[src/design/plf_pkg.sv]
// ----------------------------------------------------------------------------
// plf_pkg: shared definitions for the palette LED fade frame buffer
// Request modes, register indexes, the serpentine slot map and the fade step.
// ----------------------------------------------------------------------------
package plf_pkg;

    localparam int PIXEL_COUNT_DEF = 114;
    localparam int ROM_LENGTH      = 114;

    localparam int CFG_AW = 3;
    localparam int CFG_DW = 24;

    typedef enum logic [1:0] {
        MODE_LOAD     = 2'd0,
        MODE_LOAD_NOW = 2'd1,
        MODE_TICK     = 2'd2,
        MODE_READ     = 2'd3
    } plf_mode_t;

    localparam logic [CFG_AW-1:0] REG_BRIGHTNESS    = 3'd0;
    localparam logic [CFG_AW-1:0] REG_PALETTE_ZERO  = 3'd1;
    localparam logic [CFG_AW-1:0] REG_PALETTE_ONE   = 3'd2;
    localparam logic [CFG_AW-1:0] REG_PALETTE_TWO   = 3'd3;
    localparam logic [CFG_AW-1:0] REG_PALETTE_THREE = 3'd4;

    localparam logic [7:0] BRIGHTNESS_RESET = 8'd255;

    // four 24-bit colors, red in the top byte
    typedef logic [3:0][23:0] plf_palette_t;

    // memory port controls from the sequencer to the stores
    typedef struct packed {
        logic tgt_we;
        logic cur_we;
        logic rd_en;
    } plf_mem_ctl_t;

    // readout controls from the sequencer to the output stage
    typedef struct packed {
        logic load;
        logic zero;
    } plf_rd_ctl_t;

    // logical pixel to physical slot, rows wired in a serpentine
    localparam logic [6:0] SLOT_ROM [ROM_LENGTH] = '{
        7'd10,  7'd9,   7'd8,   7'd7,   7'd6,   7'd5,   7'd4,   7'd3,   7'd2,   7'd1,   7'd0,
        7'd11,  7'd12,  7'd13,  7'd14,  7'd15,  7'd16,  7'd17,  7'd18,  7'd19,  7'd20,  7'd21,
        7'd32,  7'd31,  7'd30,  7'd29,  7'd28,  7'd27,  7'd26,  7'd25,  7'd24,  7'd23,  7'd22,
        7'd33,  7'd34,  7'd35,  7'd36,  7'd37,  7'd38,  7'd39,  7'd40,  7'd41,  7'd42,  7'd43,
        7'd54,  7'd53,  7'd52,  7'd51,  7'd50,  7'd49,  7'd48,  7'd47,  7'd46,  7'd45,  7'd44,
        7'd55,  7'd56,  7'd57,  7'd58,  7'd59,  7'd60,  7'd61,  7'd62,  7'd63,  7'd64,  7'd65,
        7'd76,  7'd75,  7'd74,  7'd73,  7'd72,  7'd71,  7'd70,  7'd69,  7'd68,  7'd67,  7'd66,
        7'd77,  7'd78,  7'd79,  7'd80,  7'd81,  7'd82,  7'd83,  7'd84,  7'd85,  7'd86,  7'd87,
        7'd98,  7'd97,  7'd96,  7'd95,  7'd94,  7'd93,  7'd92,  7'd91,  7'd90,  7'd89,  7'd88,
        7'd99,  7'd100, 7'd101, 7'd102, 7'd103, 7'd104, 7'd105, 7'd106, 7'd107, 7'd108, 7'd109,
        7'd112, 7'd111, 7'd110, 7'd113
    };

    // move one byte toward its target: coarse when far, single steps when close
    function automatic logic [7:0] fade_byte(input logic [7:0] cur, input logic [7:0] tgt);
        logic signed [8:0] d;
        logic [7:0] step;
        d = $signed({1'b0, tgt}) - $signed({1'b0, cur});
        priority if (d > 9'sd64) begin
            step = 8'd8;
        end else if (d > 9'sd16) begin
            step = 8'd4;
        end else if (d > 9'sd0) begin
            step = 8'd1;
        end else if (d < -9'sd64) begin
            step = 8'hF8;
        end else if (d < -9'sd16) begin
            step = 8'hFC;
        end else if (d < 9'sd0) begin
            step = 8'hFF;
        end else begin
            step = 8'd0;
        end
        return cur + step;
    endfunction

endpackage

[src/design/plf_out.sv]
// ----------------------------------------------------------------------------
// plf_out: brightness scaling and result register
// Multiplies each byte of the read row by the brightness, keeps the high byte.
// ----------------------------------------------------------------------------
module plf_out
    import plf_pkg::*;
(
    input  logic        aclk,
    input  logic        aresetn,
    input  plf_rd_ctl_t rd_ctl,
    input  logic [23:0] cur_rdata,
    input  logic [7:0]  brightness,
    output logic        out_free,
    output logic        m_tvalid,
    input  logic        m_tready,
    output logic [23:0] m_tdata
);

    logic        m_tvalid_reg;
    logic [7:0]  red_reg, green_reg, blue_reg;
    logic [15:0] prod_red, prod_green, prod_blue;

    assign prod_red   = 16'(cur_rdata[23:16]) * 16'(brightness);
    assign prod_green = 16'(cur_rdata[15:8])  * 16'(brightness);
    assign prod_blue  = 16'(cur_rdata[7:0])   * 16'(brightness);

    assign out_free = !m_tvalid_reg || m_tready;

    always_ff @(posedge aclk) begin
        if (!aresetn) begin
            m_tvalid_reg <= 1'b0;
        end else if (rd_ctl.load) begin
            m_tvalid_reg <= 1'b1;
        end else if (m_tready) begin
            m_tvalid_reg <= 1'b0;
        end
    end

    // out-of-range pixels read as black
    always_ff @(posedge aclk) begin
        if (rd_ctl.load) begin
            red_reg   <= rd_ctl.zero ? 8'd0 : prod_red[15:8];
            green_reg <= rd_ctl.zero ? 8'd0 : prod_green[15:8];
            blue_reg  <= rd_ctl.zero ? 8'd0 : prod_blue[15:8];
        end
    end

    assign m_tvalid = m_tvalid_reg;
    assign m_tdata  = {blue_reg, green_reg, red_reg};

endmodule

[config.mk]
export PLATFORM = sky130hd
export DESIGN_NAME = plf_out
export DESIGN_NICKNAME = d
export VERILOG_FILES = /design/src/design/plf_pkg.sv /design/src/design/plf_out.sv
export SDC_FILE = /design/constraint.sdc
export NUM_CORES = 1
export LEC_CHECK = 0
export BUFFER_PORTS_ARGS = -buffer_cell sky130_fd_sc_hd__buf_2
export CAP_MARGIN = 25
export CORE_ASPECT_RATIO = 1.4
export CORE_MARGIN = 2
export CORE_UTILIZATION = 25
export CTS_CLUSTER_DIAMETER = 100
export DETAILED_ROUTE_END_ITERATION = 8
export SLEW_MARGIN = 10
export SYNTH_ARGS = -nofsm -noshare
export SYNTH_HDL_FRONTEND = slang
export SYNTH_SLANG_ARGS = --single-unit
export TNS_END_PERCENT = 5
[constraint.sdc]
create_clock -name aclk -period 13 [get_ports aclk]
set_input_delay 0 -clock aclk [delete_from_list [all_inputs] [get_ports aclk]]
set_output_delay 0 -clock aclk [all_outputs]
set_load 0.02 [all_outputs]
# Yosys cells after proc, flatten, opt, wreduce, memory -nomap -nowiden
# Index checks and enable logic that the tools add are counted.
[word_totals]
regBits = 25
out_inout_bits = 26
wordCells = 12
[op_classes]
mul = 3
n_mux = 2
reduce_logical = 3
[op_table]
columns = ["op", "count"]
rows = [
  ["8-bit by 8-bit multiplier with 16-bit output", 3],
  ["1-bit two-way mux", 2],
  ["2-bit nonzero test", 1],
  ["1-bit logical NOT", 1],
  ["1-bit logical OR", 1],
]

# Logic depth before layout (Yosys ltp)
[depth]
ltp_word = 2
ltp_mapped = 16
ltp_nobuf = 15

# Least setup slack after synthesis
# OpenSTA, ideal clock, no wires.
[synth_timing]
path_type = "input -> register"
startpoint = "input brightness[2]"
endpoint = "register red_reg[7], data pin"
t_arrival_ps = 3879
required_ps = 12740
setup_slack_ps = 8861
path_stages = 15
n_path_buf = 1
cell_sequence = "clkbuf_1 > nand2_1 > fa_1 > fa_1 > inv_1 > fa_1 > inv_1 > fa_1 > inv_1 > ha_1 > a21oi_1 > a2bb2oi_2 > o211ai_2 > a311oi_1 > mux2_2"
[synth_between]
elab_chain_len = 1
[synth_rtl]
columns = ["element", "line", "rtl"]
rows = [
  ["start: declaration", "plf_out.sv:12", "input logic [7:0] brightness,"],
  ["8-bit by 8-bit multiplier with 16-bit output", "plf_out.sv:23", "assign prod_red = 16'(cur_rdata[23:16]) * 16'(brightness);"],
  ["end signal: assignment", "plf_out.sv:42", "red_reg <= rd_ctl.zero ? 8'd0 : prod_red[15:8];"],
  ["end: declaration", "plf_out.sv:20", "logic [7:0] red_reg, green_reg, blue_reg;"],
]
# No other way between the ends.
# A chain may end at the register's enable or synchronous reset.

# Worst setup path in the final report
# Same ends and word-level chain as after synthesis.

==> run summary <==
Post-synth EDFFs - 24
Hold-critical path endpoint - m_tvalid$_SDFFE_PN0P_
Antenna violations before repair - 0
CP Class - in2reg
Final global-route overflow total - 0
Primary FF master, synth - edfxtp_1
Setup Buffers After CTS - 0
Cell seen most often among critical-path stages - fa_1
Worst Tran Pin Value - 0.697 ns
Core area - 26,700 µm²
Post-layout util - 28.2%
Ys async rst share - 0%
Worst reg2reg path depth - 2
Register area share after synthesis - 11.0%
Outcome - finished, final reports clean
DRT Wirelength - 15,200 µm
Most frequent cells in the layout - and2_1, inv_1, fa_1
Worst reg2reg setup slack - 12.38 ns
Root buf cell - clkbuf_16
P_leak - 3.77 nW
Cts bufs inserted - 3
Final setup fails - 0
Aggregate global-route resource usage - 11.5%
Number of synthesized register bits - 25
Hold depth - 3
Avg WL per Cell - 13.4 µm
Syn_area_per_cell - 9.32 µm²
R2r endpoint - m_tvalid$_SDFFE_PN0P_
Syn_nets - 966
First-pass GRT wire length - 26,000 µm
CP peak stage delay - 0.55 ns
Max-Cap Viols - 0
CP max-delay cell - fa_1
GP Congestion - 0.819
Critical Path End Type - register
DRC viols - 0
Setup TNS - 0 ns
CTS tree - built
Worst hold start - m_tready
Die area - 28,400 µm²
CP cell instances - buf_2 > nand2_1 > fa_1 > fa_1 > inv_1 > fa_1 > inv_1 > fa_1 > inv_1 > ha_1 > a21oi_1 > a2bb2oi_2 > o211ai_2 > a311oi_1 > mux2_2
Die Span Y - 199 µm
CP required - 13.03 ns
RSZ-0062 raised after global routing - no
Clock latency on the worst-skew pair - 0.28 ns
Nets@finish - 1,014
CP Launch Type - input port
Crit-path max FO - 24
Die width - 143 µm
CTS clk-pin slew, worst paths - 0.08 ns
Hold Slack - 0.00694 ns
Post-route ant nets - 0
Pin count of the biggest net entering global routing - 40
Worst vdd ir - 0.0549 mV
Setup ws final - 8.66 ns
Fmax - 231 MHz
Final instance area - 7540 µm²
Max Slew Vio Count - 0
Diodes inserted - 0
Initial DRC count - 209
CTS H-tree depth - 1
Mapped cell area - 6760 µm²
I/O pin count - 63
Clock Path Buffers - 2
PortBufs - 62
Most common cell after layout, fill and taps aside - and2_1
Fillers - 2,845
Via Count - 4,972
Proportion of layout cells with a drive suffix above 1 - 10.8%
Post-Route Skew - 0 ns
DR vias/cell - 4.37
Ys Warns - 0
Period utilisation layout - 33.4%
Post-route minimum period - 4.34 ns
Reg2reg start - m_tvalid$_SDFFE_PN0P_
Cell Pwr Density - 123 nW/µm²
Area after DPL - 7450 µm²
Synthesis-to-finish area growth - 11.6%
Initial Util - 25.3%
Mapped Cells - 725
FP Rows - 71
Min-delay worst type - in2reg
WP data arrival - 4.36 ns
Post-synthesis cell type count - 50
Final Hold Fails - 0
Slew margin rel. - 53.6%
Sink Count - 25
Final Instance Count excl. Fillers - 1,137
Total power draw - 0.927 mW
Post-place setup slack - 8.38 ns
Vias in the first global route - 5,278
Placed Instances - 1,132
First-pass iteration count of the detailed router - 4
DP Wirelength - 12,300 µm
## timing repair
| action | in CTS | in global routing |
|---|---|---|
| hold buffers | 1 | 0 |
| hold endpoints to repair | 1 | 0 |
| gates resized for setup | 0 | 0 |
## worst max path at each step
stage | depth (start not counted) | end | slack, ns | start
after floorplan | 15 | red_reg[7]$_SDFFCE_PP0P_ | 8.86 | brightness[2]
after global placement | 15 | red_reg[7]$_SDFFCE_PP0P_ | 8.47 | brightness[2]
after detailed placement | 15 | red_reg[7]$_SDFFCE_PP0P_ | 8.38 | brightness[2]
after CTS | 15 | red_reg[7]$_SDFFCE_PP0P_ | 8.67 | brightness[2]
after global routing | 15 | red_reg[7]$_SDFFCE_PP0P_ | 8.43 | brightness[2]
final | 15 | red_reg[7]$_SDFFCE_PP0P_ | 8.66 | brightness[2]
## kinds of logic after synthesis
family | synth area share (%)
fa+ha+maj | 49.4
mux | 1.50
flops | 11.0
compound gates | 6.76
simple gates | 21.9
buf+inv | 8.02
xor+xnor | 1.43
## layout make-up
| class | count | area, µm² | share of cell area [%] |
|---|---|---|---|
| tap | 365 | 457 | 6.06 |
| multi-input combinational | 556 | 5480 | 72.6 |
| clock inverter | 1 | 7.51 | 0.0996 |
| sequential | 25 | 741 | 9.82 |
| clock buffer | 3 | 75.1 | 0.996 |
| timing repair buffer | 63 | 320 | 4.25 |
| inverter | 124 | 465 | 6.17 |
## critical path, delay by kind of cell
family | cells | cell delay [ns]
fa+ha+maj | 5 | 2.34
compound gates | 4 | 0.99
buf+inv | 4 | 0.50
mux | 1 | 0.36
simple gates | 1 | 0.15
## Yosys cell counts (2+ instances only)
| cell type | n | area share (%) |
|---|---|---|
| fa_1 | 105 | 31 |
| xor2_1 | 5 | 0.65 |
| nand4b_1 | 3 | 0.39 |
| and2_1 | 142 | 13 |
| nand2_1 | 57 | 3.2 |
| nor3b_1 | 3 | 0.33 |
| a311oi_1 | 3 | 0.39 |
| a221oi_1 | 3 | 0.39 |
| a21o_1 | 9 | 1.0 |
| o211ai_2 | 2 | 0.37 |
| a31oi_1 | 3 | 0.28 |
| xnor2_1 | 6 | 0.78 |
| and3_1 | 4 | 0.37 |
| a21oi_1 | 14 | 1.0 |
| nand2b_1 | 2 | 0.19 |
| inv_1 | 124 | 6.9 |
| nand3_1 | 8 | 0.59 |
| o21a_1 | 3 | 0.33 |
| o21ai_1 | 2 | 0.15 |
| nor3_1 | 7 | 0.52 |
| nor2b_1 | 8 | 0.74 |
| nor2_1 | 24 | 1.3 |
| ha_1 | 99 | 18 |
| a211oi_1 | 4 | 0.44 |
| edfxtp_1 | 24 | 11 |
| o21ai_0 | 10 | 0.74 |
| mux2_1 | 2 | 0.33 |
| nand4_1 | 4 | 0.37 |
| mux2_2 | 7 | 1.2 |
| clkbuf_1 | 18 | 1.0 |
## routing by layer
| metal | share of wire (%) | up-vias | global-route usage [%] |
|---|---|---|---|
| li1 | - | 2403 | - |
| met3 | 1.4 | 11 | 0.650 |
| met4 | 1.8 | 0 | 3.56 |
| met1 | 44 | 2508 | 14.3 |
| met2 | 53 | 50 | 21.0 |
| met5 | 0 | - | 0 |
## power by group
part | internal (mW) | switching [mW]
Combinational | 0.303 | 0.411
Clock | 0.0420 | 0.0330
Sequential | 0.131 | 0.00729
Total | 0.476 | 0.451
No activity file was read; power rests on OpenSTA's default activity.
