$ cat src/design/plf_pkg.sv
// ----------------------------------------------------------------------------
// plf_pkg: shared definitions for the palette LED fade frame buffer
// Request modes, register indexes, the serpentine slot map and the fade step.
// ----------------------------------------------------------------------------
package plf_pkg;

    localparam int PIXEL_COUNT_DEF = 114;
    localparam int ROM_LENGTH      = 114;

    localparam int CFG_AW = 3;
    localparam int CFG_DW = 24;

    typedef enum logic [1:0] {
        MODE_LOAD     = 2'd0,
        MODE_LOAD_NOW = 2'd1,
        MODE_TICK     = 2'd2,
        MODE_READ     = 2'd3
    } plf_mode_t;

    localparam logic [CFG_AW-1:0] REG_BRIGHTNESS    = 3'd0;
    localparam logic [CFG_AW-1:0] REG_PALETTE_ZERO  = 3'd1;
    localparam logic [CFG_AW-1:0] REG_PALETTE_ONE   = 3'd2;
    localparam logic [CFG_AW-1:0] REG_PALETTE_TWO   = 3'd3;
    localparam logic [CFG_AW-1:0] REG_PALETTE_THREE = 3'd4;

    localparam logic [7:0] BRIGHTNESS_RESET = 8'd255;

    // four 24-bit colors, red in the top byte
    typedef logic [3:0][23:0] plf_palette_t;

    // memory port controls from the sequencer to the stores
    typedef struct packed {
        logic tgt_we;
        logic cur_we;
        logic rd_en;
    } plf_mem_ctl_t;

    // readout controls from the sequencer to the output stage
    typedef struct packed {
        logic load;
        logic zero;
    } plf_rd_ctl_t;

    // logical pixel to physical slot, rows wired in a serpentine
    localparam logic [6:0] SLOT_ROM [ROM_LENGTH] = '{
        7'd10,  7'd9,   7'd8,   7'd7,   7'd6,   7'd5,   7'd4,   7'd3,   7'd2,   7'd1,   7'd0,
        7'd11,  7'd12,  7'd13,  7'd14,  7'd15,  7'd16,  7'd17,  7'd18,  7'd19,  7'd20,  7'd21,
        7'd32,  7'd31,  7'd30,  7'd29,  7'd28,  7'd27,  7'd26,  7'd25,  7'd24,  7'd23,  7'd22,
        7'd33,  7'd34,  7'd35,  7'd36,  7'd37,  7'd38,  7'd39,  7'd40,  7'd41,  7'd42,  7'd43,
        7'd54,  7'd53,  7'd52,  7'd51,  7'd50,  7'd49,  7'd48,  7'd47,  7'd46,  7'd45,  7'd44,
        7'd55,  7'd56,  7'd57,  7'd58,  7'd59,  7'd60,  7'd61,  7'd62,  7'd63,  7'd64,  7'd65,
        7'd76,  7'd75,  7'd74,  7'd73,  7'd72,  7'd71,  7'd70,  7'd69,  7'd68,  7'd67,  7'd66,
        7'd77,  7'd78,  7'd79,  7'd80,  7'd81,  7'd82,  7'd83,  7'd84,  7'd85,  7'd86,  7'd87,
        7'd98,  7'd97,  7'd96,  7'd95,  7'd94,  7'd93,  7'd92,  7'd91,  7'd90,  7'd89,  7'd88,
        7'd99,  7'd100, 7'd101, 7'd102, 7'd103, 7'd104, 7'd105, 7'd106, 7'd107, 7'd108, 7'd109,
        7'd112, 7'd111, 7'd110, 7'd113
    };

    // move one byte toward its target: coarse when far, single steps when close
    function automatic logic [7:0] fade_byte(input logic [7:0] cur, input logic [7:0] tgt);
        logic signed [8:0] d;
        logic [7:0] step;
        d = $signed({1'b0, tgt}) - $signed({1'b0, cur});
        priority if (d > 9'sd64) begin
            step = 8'd8;
        end else if (d > 9'sd16) begin
            step = 8'd4;
        end else if (d > 9'sd0) begin
            step = 8'd1;
        end else if (d < -9'sd64) begin
            step = 8'hF8;
        end else if (d < -9'sd16) begin
            step = 8'hFC;
        end else if (d < 9'sd0) begin
            step = 8'hFF;
        end else begin
            step = 8'd0;
        end
        return cur + step;
    endfunction

endpackage

$ cat src/design/plf_seq.sv
// ----------------------------------------------------------------------------
// plf_seq: request sequencer
// Clears the stores after reset, maps loads to slots, walks the stores on a
// fade tick with read-modify-write, and issues pixel reads.
// ----------------------------------------------------------------------------
module plf_seq
    import plf_pkg::*;
#(
    parameter int PIXEL_COUNT = PIXEL_COUNT_DEF,
    localparam int ADDR_W = (PIXEL_COUNT > 1) ? $clog2(PIXEL_COUNT) : 1
) (
    input  logic              aclk,
    input  logic              aresetn,
    input  logic              s_tvalid,
    output logic              s_tready,
    input  logic [1:0]        mode,
    input  logic [6:0]        pixel_number,
    input  logic [1:0]        color_index,
    input  plf_palette_t      palette,
    output plf_mem_ctl_t      mem_ctl,
    output logic [ADDR_W-1:0] wr_addr,
    output logic [23:0]       tgt_wdata,
    output logic [23:0]       cur_wdata,
    output logic [ADDR_W-1:0] rd_addr,
    input  logic [23:0]       tgt_rdata,
    input  logic [23:0]       cur_rdata,
    input  logic              out_free,
    output plf_rd_ctl_t       rd_ctl
);

    typedef enum logic [3:0] {
        ST_CLEAR = 4'b0001,
        ST_IDLE  = 4'b0010,
        ST_FADE  = 4'b0100,
        ST_READ  = 4'b1000
    } plf_state_t;

    localparam logic [ADDR_W-1:0] LAST_ROW = ADDR_W'(PIXEL_COUNT - 1);
    localparam logic [ADDR_W-1:0] ROW_ONE  = ADDR_W'(1);

    plf_state_t        state_reg, state_next;
    logic [ADDR_W-1:0] ptr_reg, ptr_next;
    logic              issue_reg, issue_next;
    logic              wb_reg, wb_next;
    logic [ADDR_W-1:0] wb_addr_reg, wb_addr_next;
    logic              rd_zero_reg, rd_zero_next;

    logic              accept;
    logic [8:0]        pix_cmp;
    logic [7:0]        pix_wide;
    logic [6:0]        slot;
    logic [7:0]        slot_wide;
    logic              pix_ok;
    logic              slot_ok;
    logic [23:0]       fade_row;

    assign s_tready = (state_reg == ST_IDLE);
    assign accept   = s_tvalid && s_tready;

    assign pix_cmp   = {2'b00, pixel_number};
    assign pix_wide  = {1'b0, pixel_number};
    assign pix_ok    = pix_cmp < 9'(PIXEL_COUNT);
    assign slot      = (pix_cmp < 9'(ROM_LENGTH)) ? SLOT_ROM[pixel_number] : pixel_number;
    assign slot_wide = {1'b0, slot};
    assign slot_ok   = pix_ok && ({2'b00, slot} < 9'(PIXEL_COUNT));

    assign fade_row = {fade_byte(cur_rdata[23:16], tgt_rdata[23:16]),
                       fade_byte(cur_rdata[15:8],  tgt_rdata[15:8]),
                       fade_byte(cur_rdata[7:0],   tgt_rdata[7:0])};

    always_comb begin
        state_next   = state_reg;
        ptr_next     = ptr_reg;
        issue_next   = issue_reg;
        wb_next      = 1'b0;
        wb_addr_next = wb_addr_reg;
        rd_zero_next = rd_zero_reg;
        mem_ctl      = '0;
        wr_addr      = ptr_reg;
        rd_addr      = ptr_reg;
        tgt_wdata    = '0;
        cur_wdata    = '0;
        rd_ctl       = '0;
        unique case (state_reg)
            ST_CLEAR: begin
                mem_ctl.tgt_we = 1'b1;
                mem_ctl.cur_we = 1'b1;
                ptr_next       = ptr_reg + ROW_ONE;
                if (ptr_reg == LAST_ROW) begin
                    ptr_next   = '0;
                    state_next = ST_IDLE;
                end
            end
            ST_IDLE: begin
                wr_addr   = slot_wide[ADDR_W-1:0];
                rd_addr   = pix_wide[ADDR_W-1:0];
                tgt_wdata = palette[color_index];
                cur_wdata = palette[color_index];
                if (accept) begin
                    unique case (mode)
                        MODE_LOAD, MODE_LOAD_NOW: begin
                            // drop loads that land outside the strip
                            mem_ctl.tgt_we = slot_ok;
                            mem_ctl.cur_we = slot_ok && (mode == MODE_LOAD_NOW);
                        end
                        MODE_TICK: begin
                            ptr_next   = '0;
                            issue_next = 1'b1;
                            state_next = ST_FADE;
                        end
                        MODE_READ: begin
                            mem_ctl.rd_en = pix_ok;
                            rd_zero_next  = !pix_ok;
                            state_next    = ST_READ;
                        end
                        default: begin
                            state_next = ST_IDLE;
                        end
                    endcase
                end
            end
            ST_FADE: begin
                // read row n while row n-1 is written back
                if (issue_reg) begin
                    mem_ctl.rd_en = 1'b1;
                    ptr_next      = ptr_reg + ROW_ONE;
                    wb_next       = 1'b1;
                    wb_addr_next  = ptr_reg;
                    if (ptr_reg == LAST_ROW) begin
                        issue_next = 1'b0;
                    end
                end
                if (wb_reg) begin
                    mem_ctl.cur_we = 1'b1;
                    wr_addr        = wb_addr_reg;
                    cur_wdata      = fade_row;
                end
                if (!issue_reg && wb_reg) begin
                    state_next = ST_IDLE;
                end
            end
            ST_READ: begin
                rd_ctl.load = out_free;
                rd_ctl.zero = rd_zero_reg;
                if (out_free) begin
                    state_next = ST_IDLE;
                end
            end
            default: begin
                state_next = ST_CLEAR;
                ptr_next   = '0;
            end
        endcase
    end

    always_ff @(posedge aclk) begin
        if (!aresetn) begin
            state_reg   <= ST_CLEAR;
            ptr_reg     <= '0;
            issue_reg   <= 1'b0;
            wb_reg      <= 1'b0;
            rd_zero_reg <= 1'b0;
        end else begin
            state_reg   <= state_next;
            ptr_reg     <= ptr_next;
            issue_reg   <= issue_next;
            wb_reg      <= wb_next;
            rd_zero_reg <= rd_zero_next;
        end
    end

    always_ff @(posedge aclk) begin
        wb_addr_reg <= wb_addr_next;
    end

endmodule

$ cat config.mk
export PLATFORM = sky130hd
export DESIGN_NAME = plf_seq
export DESIGN_NICKNAME = d
export VERILOG_FILES = /design/src/design/plf_pkg.sv /design/src/design/plf_seq.sv
export SDC_FILE = /design/constraint.sdc
export NUM_CORES = 1
export LEC_CHECK = 0
export ABC_AREA = 0
export BUFFER_PORTS_ARGS = -buffer_cell sky130_fd_sc_hd__buf_2
export CORE_ASPECT_RATIO = 0.9
export CORE_UTILIZATION = 27
export CTS_CLUSTER_SIZE = 10
export DETAILED_ROUTE_END_ITERATION = 16
export PLACE_DENSITY = 0.64
export SLEW_MARGIN = 15
export SYNTH_ARGS = -nofsm -noshare
export SYNTH_HDL_FRONTEND = slang
export SYNTH_SLANG_ARGS = --single-unit
$ cat constraint.sdc
create_clock -name aclk -period 3.65 [get_ports aclk]
set_input_delay 0.1825 -clock aclk [delete_from_list [all_inputs] [get_ports aclk]]
set_output_delay 0.1825 -clock aclk [all_outputs]
set_load 0.03 [all_outputs]
=== After elaboration in Yosys (flattened, before gate mapping) ===
Memories as Yosys holds them, arrays and structs flattened.
Cells that the tools add are included.

* Register bits after elaboration: 21
* Latch bits: 0
* Bits in writable memories: 0
* Memory bits (read-only): 896
* Output and inout bits: 68
* Word-level logic and storage cells: 122
* Memories: 1

{| class="wikitable"
|+ Memories
! name !! words !! width !! rd ports !! clocked after Yosys merged registers in !! write ports !! line !! source
|-
| (no name shown) || 128 || 7 || 1 || 0 || 0 || plf_seq.sv:63 || <nowiki>assign slot = (pix_cmp < 9'(ROM_LENGTH)) ? SLOT_ROM[pixel_number] : pixel_number;</nowiki>
|}

* Add/sub/neg operators: 7
* $mul: 0
* Div/mod/pow operators: 0
* Magnitude comparators: 22
* Eq/ne operators: 15
* Shift operators: 0
* Mux-type cells: 54
* Bitwise gates (word level): 2
* Reductions and logical operators: 15

{| class="wikitable"
|+ Operators by type and width
! cell !! count
|-
| two-way mux 8 bit || 18
|-
| two-way mux 24 bit || 3
|-
| two-way mux 7 bit || 9
|-
| binary-select mux 24 bit (select 2 bit) || 1
|-
| one-hot mux 24 bit (2 select lines) || 1
|-
| one-hot mux 7 bit (4 select lines) || 1
|-
| > comparator 9 x 1 -> 1 bit (second input constant) || 3
|-
| > comparator 9 x 6 -> 1 bit (second input constant) || 3
|-
| > comparator 9 x 8 -> 1 bit (second input constant) || 3
|-
| less-than comparator 9 x 1 -> 1 bit (second input constant) || 3
|-
| less-than comparator 9 x 5 -> 1 bit (second input constant) || 3
|-
| less-than comparator 9 x 7 -> 1 bit (second input constant) || 3
|-
| subtractor 8 x 8 -> 9 bit || 3
|-
| adder 8 bit || 3
|-
| two-way mux 4 bit || 4
|-
| one-hot mux 4 bit (4 select lines) || 1
|-
| less-than comparator 7 bit (second input constant) || 2
|-
| one-hot mux 7 bit (2 select lines) || 1
|-
| greater-or-equal comparator 8 bit (second input constant) || 1
|-
| != test 2 bit (second input constant) || 4
|-
| inverter 7 -> 8 bit || 1
|-
| one-hot mux 4 bit (2 select lines) || 1
|-
| adder 7 x 1 -> 7 bit (second input constant) || 1
|-
| == test 7 bit (second input constant) || 1
|-
| other kinds (24) || 41
|}

=== Depth between registers and ports, before layout ===
* Depth in word-level cells: 11
* Mapped depth: 19
* Depth with buffers taken out: 19

=== Worst setup path after synthesis ===
OpenSTA, ideal clock, no wires.

* Path type: input-to-output
* Start point: input port tgt_rdata[16]
* End point: output port cur_wdata[23]
* Arrival time: 3.707 ns
* Slack: -0.240 ns
* Stages on the path: 18
* Buffers on the path: 0
* Cells stage by stage: inv_1 > ha_1 > fa_1 > nor2b_1 > o31a_1 > o21a_1 > nor2_1 > or4b_1 > a21oi_2 > and3_1 > ha_1 > a21oi_1 > o211ai_1 > nor4_1 > nor3_1 > xnor2_1 > xnor2_1 > o21bai_1

* Longest elaborated chain between the ends: 11

{| class="wikitable"
|+ RTL lines
! what !! line !! source
|-
| start: declaration || plf_seq.sv:25 || <nowiki>input logic [23:0] tgt_rdata,</nowiki>
|-
| subtractor 8 x 8 -> 9 bit (*) || plf_pkg.sv:63 || <nowiki>d = $signed({1'b0, tgt}) - $signed({1'b0, cur});</nowiki>
|-
| less-than comparator 9 x 1 -> 1 bit || plf_pkg.sv:74 || <nowiki>end else if (d < 9'sd0) begin</nowiki>
|-
| two-way mux 8 bit || plf_pkg.sv:74 ||
|-
| two-way mux 8 bit || plf_pkg.sv:72 || <nowiki>end else if (d < -9'sd16) begin</nowiki>
|-
| two-way mux 8 bit || plf_pkg.sv:70 || <nowiki>end else if (d < -9'sd64) begin</nowiki>
|-
| two-way mux 8 bit || plf_pkg.sv:68 || <nowiki>end else if (d > 9'sd0) begin</nowiki>
|-
| two-way mux 8 bit || plf_pkg.sv:66 || <nowiki>end else if (d > 9'sd16) begin</nowiki>
|-
| two-way mux 8 bit (*) || plf_pkg.sv:64 || <nowiki>priority if (d > 9'sd64) begin</nowiki>
|-
| adder 8 bit (*) || plf_pkg.sv:79 || <nowiki>return cur + step;</nowiki>
|-
| two-way mux 24 bit (*) || plf_seq.sv:133 || <nowiki>if (wb_reg) begin</nowiki>
|-
| one-hot mux 24 bit (2 select lines) (*) || plf_seq.sv:84 || <nowiki>unique case (state_reg)</nowiki>
|-
| end: declaration || plf_seq.sv:23 || <nowiki>output logic [23:0] cur_wdata,</nowiki>
|}

Mark *: on every way between the ends. The rest lies on a longest branch, timed or not.

=== Final worst setup path ===
* Start point: input port cur_rdata[8]
* End point: output port cur_wdata[15]

* Longest elaborated chain between the ends: 11

{| class="wikitable"
|+ RTL lines
! what !! line !! source
|-
| start: declaration || plf_seq.sv:26 || <nowiki>input logic [23:0] cur_rdata,</nowiki>
|-
| subtractor 8 x 8 -> 9 bit || plf_pkg.sv:63 ||
|-
| less-than comparator 9 x 1 -> 1 bit || plf_pkg.sv:74 ||
|-
| two-way mux 8 bit || plf_pkg.sv:74 ||
|-
| two-way mux 8 bit || plf_pkg.sv:72 ||
|-
| two-way mux 8 bit || plf_pkg.sv:70 ||
|-
| two-way mux 8 bit || plf_pkg.sv:68 ||
|-
| two-way mux 8 bit || plf_pkg.sv:66 ||
|-
| two-way mux 8 bit || plf_pkg.sv:64 ||
|-
| adder 8 bit (*) || plf_pkg.sv:79 ||
|-
| two-way mux 24 bit (*) || plf_seq.sv:133 ||
|-
| one-hot mux 24 bit (2 select lines) (*) || plf_seq.sv:84 ||
|}

Marks and branches as above.

==> flow_summary_export.csv <==
group,metric,value,unit
status,outcome,"finished with violations",
status,violations,"negative setup slack",
clocking,clk_pin_slew,0.05,ns
synthesis,synth.distinct_cells,79,
global_routing,antenna_found_initial,4,
finish,drive_above_1_share,46.0,%
die,die_y,133,microns
synthesis,async_flop_share,0,%
pwr,p_seq_share,16.2,%
drt,top_layer,"met5",
global_routing,grtUsageTotal,18.5,%
die,dieArea,0.0197,sq mm
placement,place_ws,-0.385,ns
synthesis,netlist_instances,652,
finish,instances_no_fill,1186,
sta,fin_worst_skew,0.00282,ns
pwr,power.density,210,mW/mm^2
synthesis,yosys_warnings,0,
die,core,0.0185,sq mm
drt,postRouteAntennaNets,0,
sta,maxSlewHeadroom,40.8,%
clocking,clockRootBuffer,"clkbuf_16",
die,initial_utilization,27.8,%
finish,fillers,1881,
critical_path,end_kind,"output pin",
global_routing,grt_first_pass_wirelength,29400,microns
pwr,power_frac_clock,14.2,%
clocking,cts_sinks,21,
job,drv_cap,0,
sta,fmax,260,MHz
critical_path,startpoint,"cur_rdata[8]",
synthesis,ys_ff_latch,21,
critical_path,worst-endpoint-arrival,3.66,ns
finish,nets,1160,
sta,worstMarginPinSlew,0.889,ns
pwr,p_leak,3.80,nW
drt,drcViolationCount,0,
sta,period_minus_slack,3.84,ns
clocking,cts_buffer_depth,2,
clocking,clock_latency,0.25,ns
finish,syn_to_final_growth,50.4,%
synthesis,synth-edff-count,7,
drt,vias,6168,
global_routing,grt_pass1_vias,5910,
drt,met2_length,9620,microns
worst_hold_path,hold_class,"in -> reg",
critical_path,cp-endpoint,"cur_wdata[15]",
sta,finalSetupViolations,7,
clocking,cts_tree,"done",
sta,fin_tns_setup,-0.979,ns
sta,slew_viol_final,0,
critical_path,critPathMaxFanout,3,
synthesis,syn_nets,871,
placement,dp.cells,1165,
pwr,finalPower,1.63,mW
pwr,power.internal,982,uW
synthesis,syn_avg_cell_area,7.91,sq um
critical_path,required,3.47,ns
drt,viasPerCell,5.20,
critical_path,worstRegToRegCells,7,
critical_path,reg2reg_from,"state_reg[1]",
synthesis,seq_area_frac_synth,9.51,%
placement,place_congestion,0.861,
clocking,cts_max_level,1,
synthesis,syn_area,0.00516,sq mm
drt,avgRoutedWirePerCell,16.0,microns
drt,drtIter0Drc,199,
sta,worst_slack,-0.194,ns
sta,finalCritPeriodShare,105,%
die,num_rows,47,
finish,utilization,41.9,%
drt,route.met3.wl,1130,microns
critical_path,startpoint_type,"input pin",
critical_path,regToRegEndpoint,"ptr_reg[5]",
clocking,cts_inserted_buffers,3,
global_routing,overflow,0,
drt,finalWirelength,19000,microns
pwr,p_switching,648,uW
critical_path,criticalPathCategory,"in -> out",
drt,wl_met1,7930,microns
synthesis,synth_flop_cell,"dfxtp_1",
pwr,pwr-share-comb,69.6,%
die,chipWidth,148,microns
sta,rsz0062_at_grt,"true",
placement,hpwl,15100,microns
critical_path,regToRegSetupSlack,1.50,ns
pwr,p_sw_share,39.7,%
placement,io_buffers,226,
global_routing,grt_max_degree,32,
pwr,vdd_ir_drop_max,0.000234,V
die,io_pins,227,
drt,first_pass_iters,5,
sta,hold_viol,0,
cells in the mapped netlist (3+ instances only):
master / n / share of area, %
nor2b_1: 15 / 1.8
o211ai_1: 10 / 1.5
o21bai_1: 9 / 1.3
inv_1: 55 / 4.0
nand4_1: 3 / 0.36
o21ai_0: 43 / 4.2
or3_1: 10 / 1.2
xnor2_1: 18 / 3.1
nor2_1: 49 / 3.6
edfxtp_1: 7 / 4.1
a21o_1: 25 / 3.6
nand3_1: 17 / 1.6
o21a_1: 13 / 1.9
a21oi_1: 37 / 3.6
a211o_1: 3 / 0.51
clkbuf_1: 17 / 1.2
nor3_1: 16 / 1.6
buf_4: 3 / 0.44
and3_1: 6 / 0.73
a31oi_1: 8 / 0.97
o31ai_1: 3 / 0.44
buf_6: 3 / 0.65
nand3b_1: 3 / 0.44
nand2_1: 40 / 2.9
a31o_2: 6 / 1.0
dfxtp_1: 14 / 5.4
buf_2: 7 / 0.68
a32oi_1: 3 / 0.51
o31a_1: 9 / 1.5
xor2_1: 12 / 2.0
o22ai_1: 3 / 0.36
and2_1: 32 / 3.9
mux4_2: 24 / 10
nand2b_1: 7 / 0.85
ha_1: 54 / 13
a221o_1: 6 / 1.2
fa_1: 6 / 2.3
mux2i_1: 4 / 0.78
power by group through the flow:
| stage | sequential, mW | combinational [mW] | clock, mW |
|---|---|---|---|
| finish | 0.264 | 1.13 | 0.232 |
| global route | 0.265 | 1.24 | 0.245 |
| CTS | 0.264 | 1.08 | 0.236 |
| detailed placement | 0.269 | 0.993 | 0 |
| global placement | 0.268 | 0.980 | 0 |
| floorplan | 0.265 | 0.634 | 0 |
what timing repair did:
action / CTS / global route
pin swaps: 79 / 67
gates resized for setup: 84 / 41
setup buffers: 10 / 9
endpoints found under the hold margin: 0 / 0
setup endpoints to repair: 11 / 15
hold buffers: 0 / 0
per-layer routing:
metal | global-route usage [%] | up-vias
li1 | - | 3004
met1 | 22.6 | 2929
met2 | 34.9 | 206
met3 | 2.50 | 23
met4 | 2.52 | 6
met5 | 0 | -
critical path, stage by stage:
cell,delay (ns)
buf_6,0.10
ha_4,0.16
fa_2,0.37
nor2b_4,0.14
o31a_1,0.21
a21oi_2,0.06
or3_1,0.39
or2_4,0.26
mux2i_1,0.13
a31o_2,0.19
ha_4,0.20
nor2b_4,0.12
o31a_1,0.27
o41ai_2,0.24
xnor2_1,0.19
xnor2_1,0.10
a21o_2,0.20
buf_6,0.13
how the worst min path moves through the flow:
stage / depth (start not counted) / end / from
final: 4 / state_reg[3] / out_free
after global routing: 2 / state_reg[0] / aresetn
after CTS: 4 / state_reg[3] / out_free
after detailed placement: 1 / wb_reg / issue_reg
after global placement: 1 / wb_reg / issue_reg
after floorplan: 3 / state_reg[3] / out_free
cells in the final DEF, fill, tap and decap left out, drive strengths merged, types with 9 or more instances in the layout:
cell and n:
inv 55, and2 32, o21ai 44, o21bai 9, nand2 40, o211ai 10
nor3 17, o31a 9, mux4 24, a21o 25, xor2 12, or3 10
nor2b 15, a21oi 38, ha 54, buf 313, xnor2 18, nand3 17
nor2 49, o21a 13, dfxtp 14
through the flow:
step                      instance area [sq um]  hold WS [ns]
after floorplan                            5210         0.365
after global placement                     7030         0.462
after detailed placement                   7030         0.465
after CTS                                  7540         0.229
after global routing                       7750         0.252
final                                      7760         0.236
kinds of logic (layout without fill, tap and decap cells):
kind of cell / after synthesis / in the layout / synth area share (%)
buffers and inverters: 85 / 373 / 7.01
XOR/XNOR: 30 / 30 / 5.09
other: 0 / 1 / 0
AND/OR/NAND/NOR: 217 / 217 / 22.9
adder cells (fa/ha/maj): 60 / 60 / 15.4
multiplexers: 30 / 30 / 11.7
flip-flops: 21 / 21 / 9.51
AO/OA/AOI/OAI: 209 / 209 / 28.4
layout make-up:
class                      count  area (sq um)  share of cell area, %
clock buffer                   4          78.8                   1.02
antenna                        1          2.50                 0.0323
timing repair buffer         314          1970                   25.4
tap                          245           307                   3.95
multi-input combinational    546          4690                   60.5
sequential                    21           490                   6.32
inverter                      55           216                   2.79
Power figures use the tool's default switching activity.
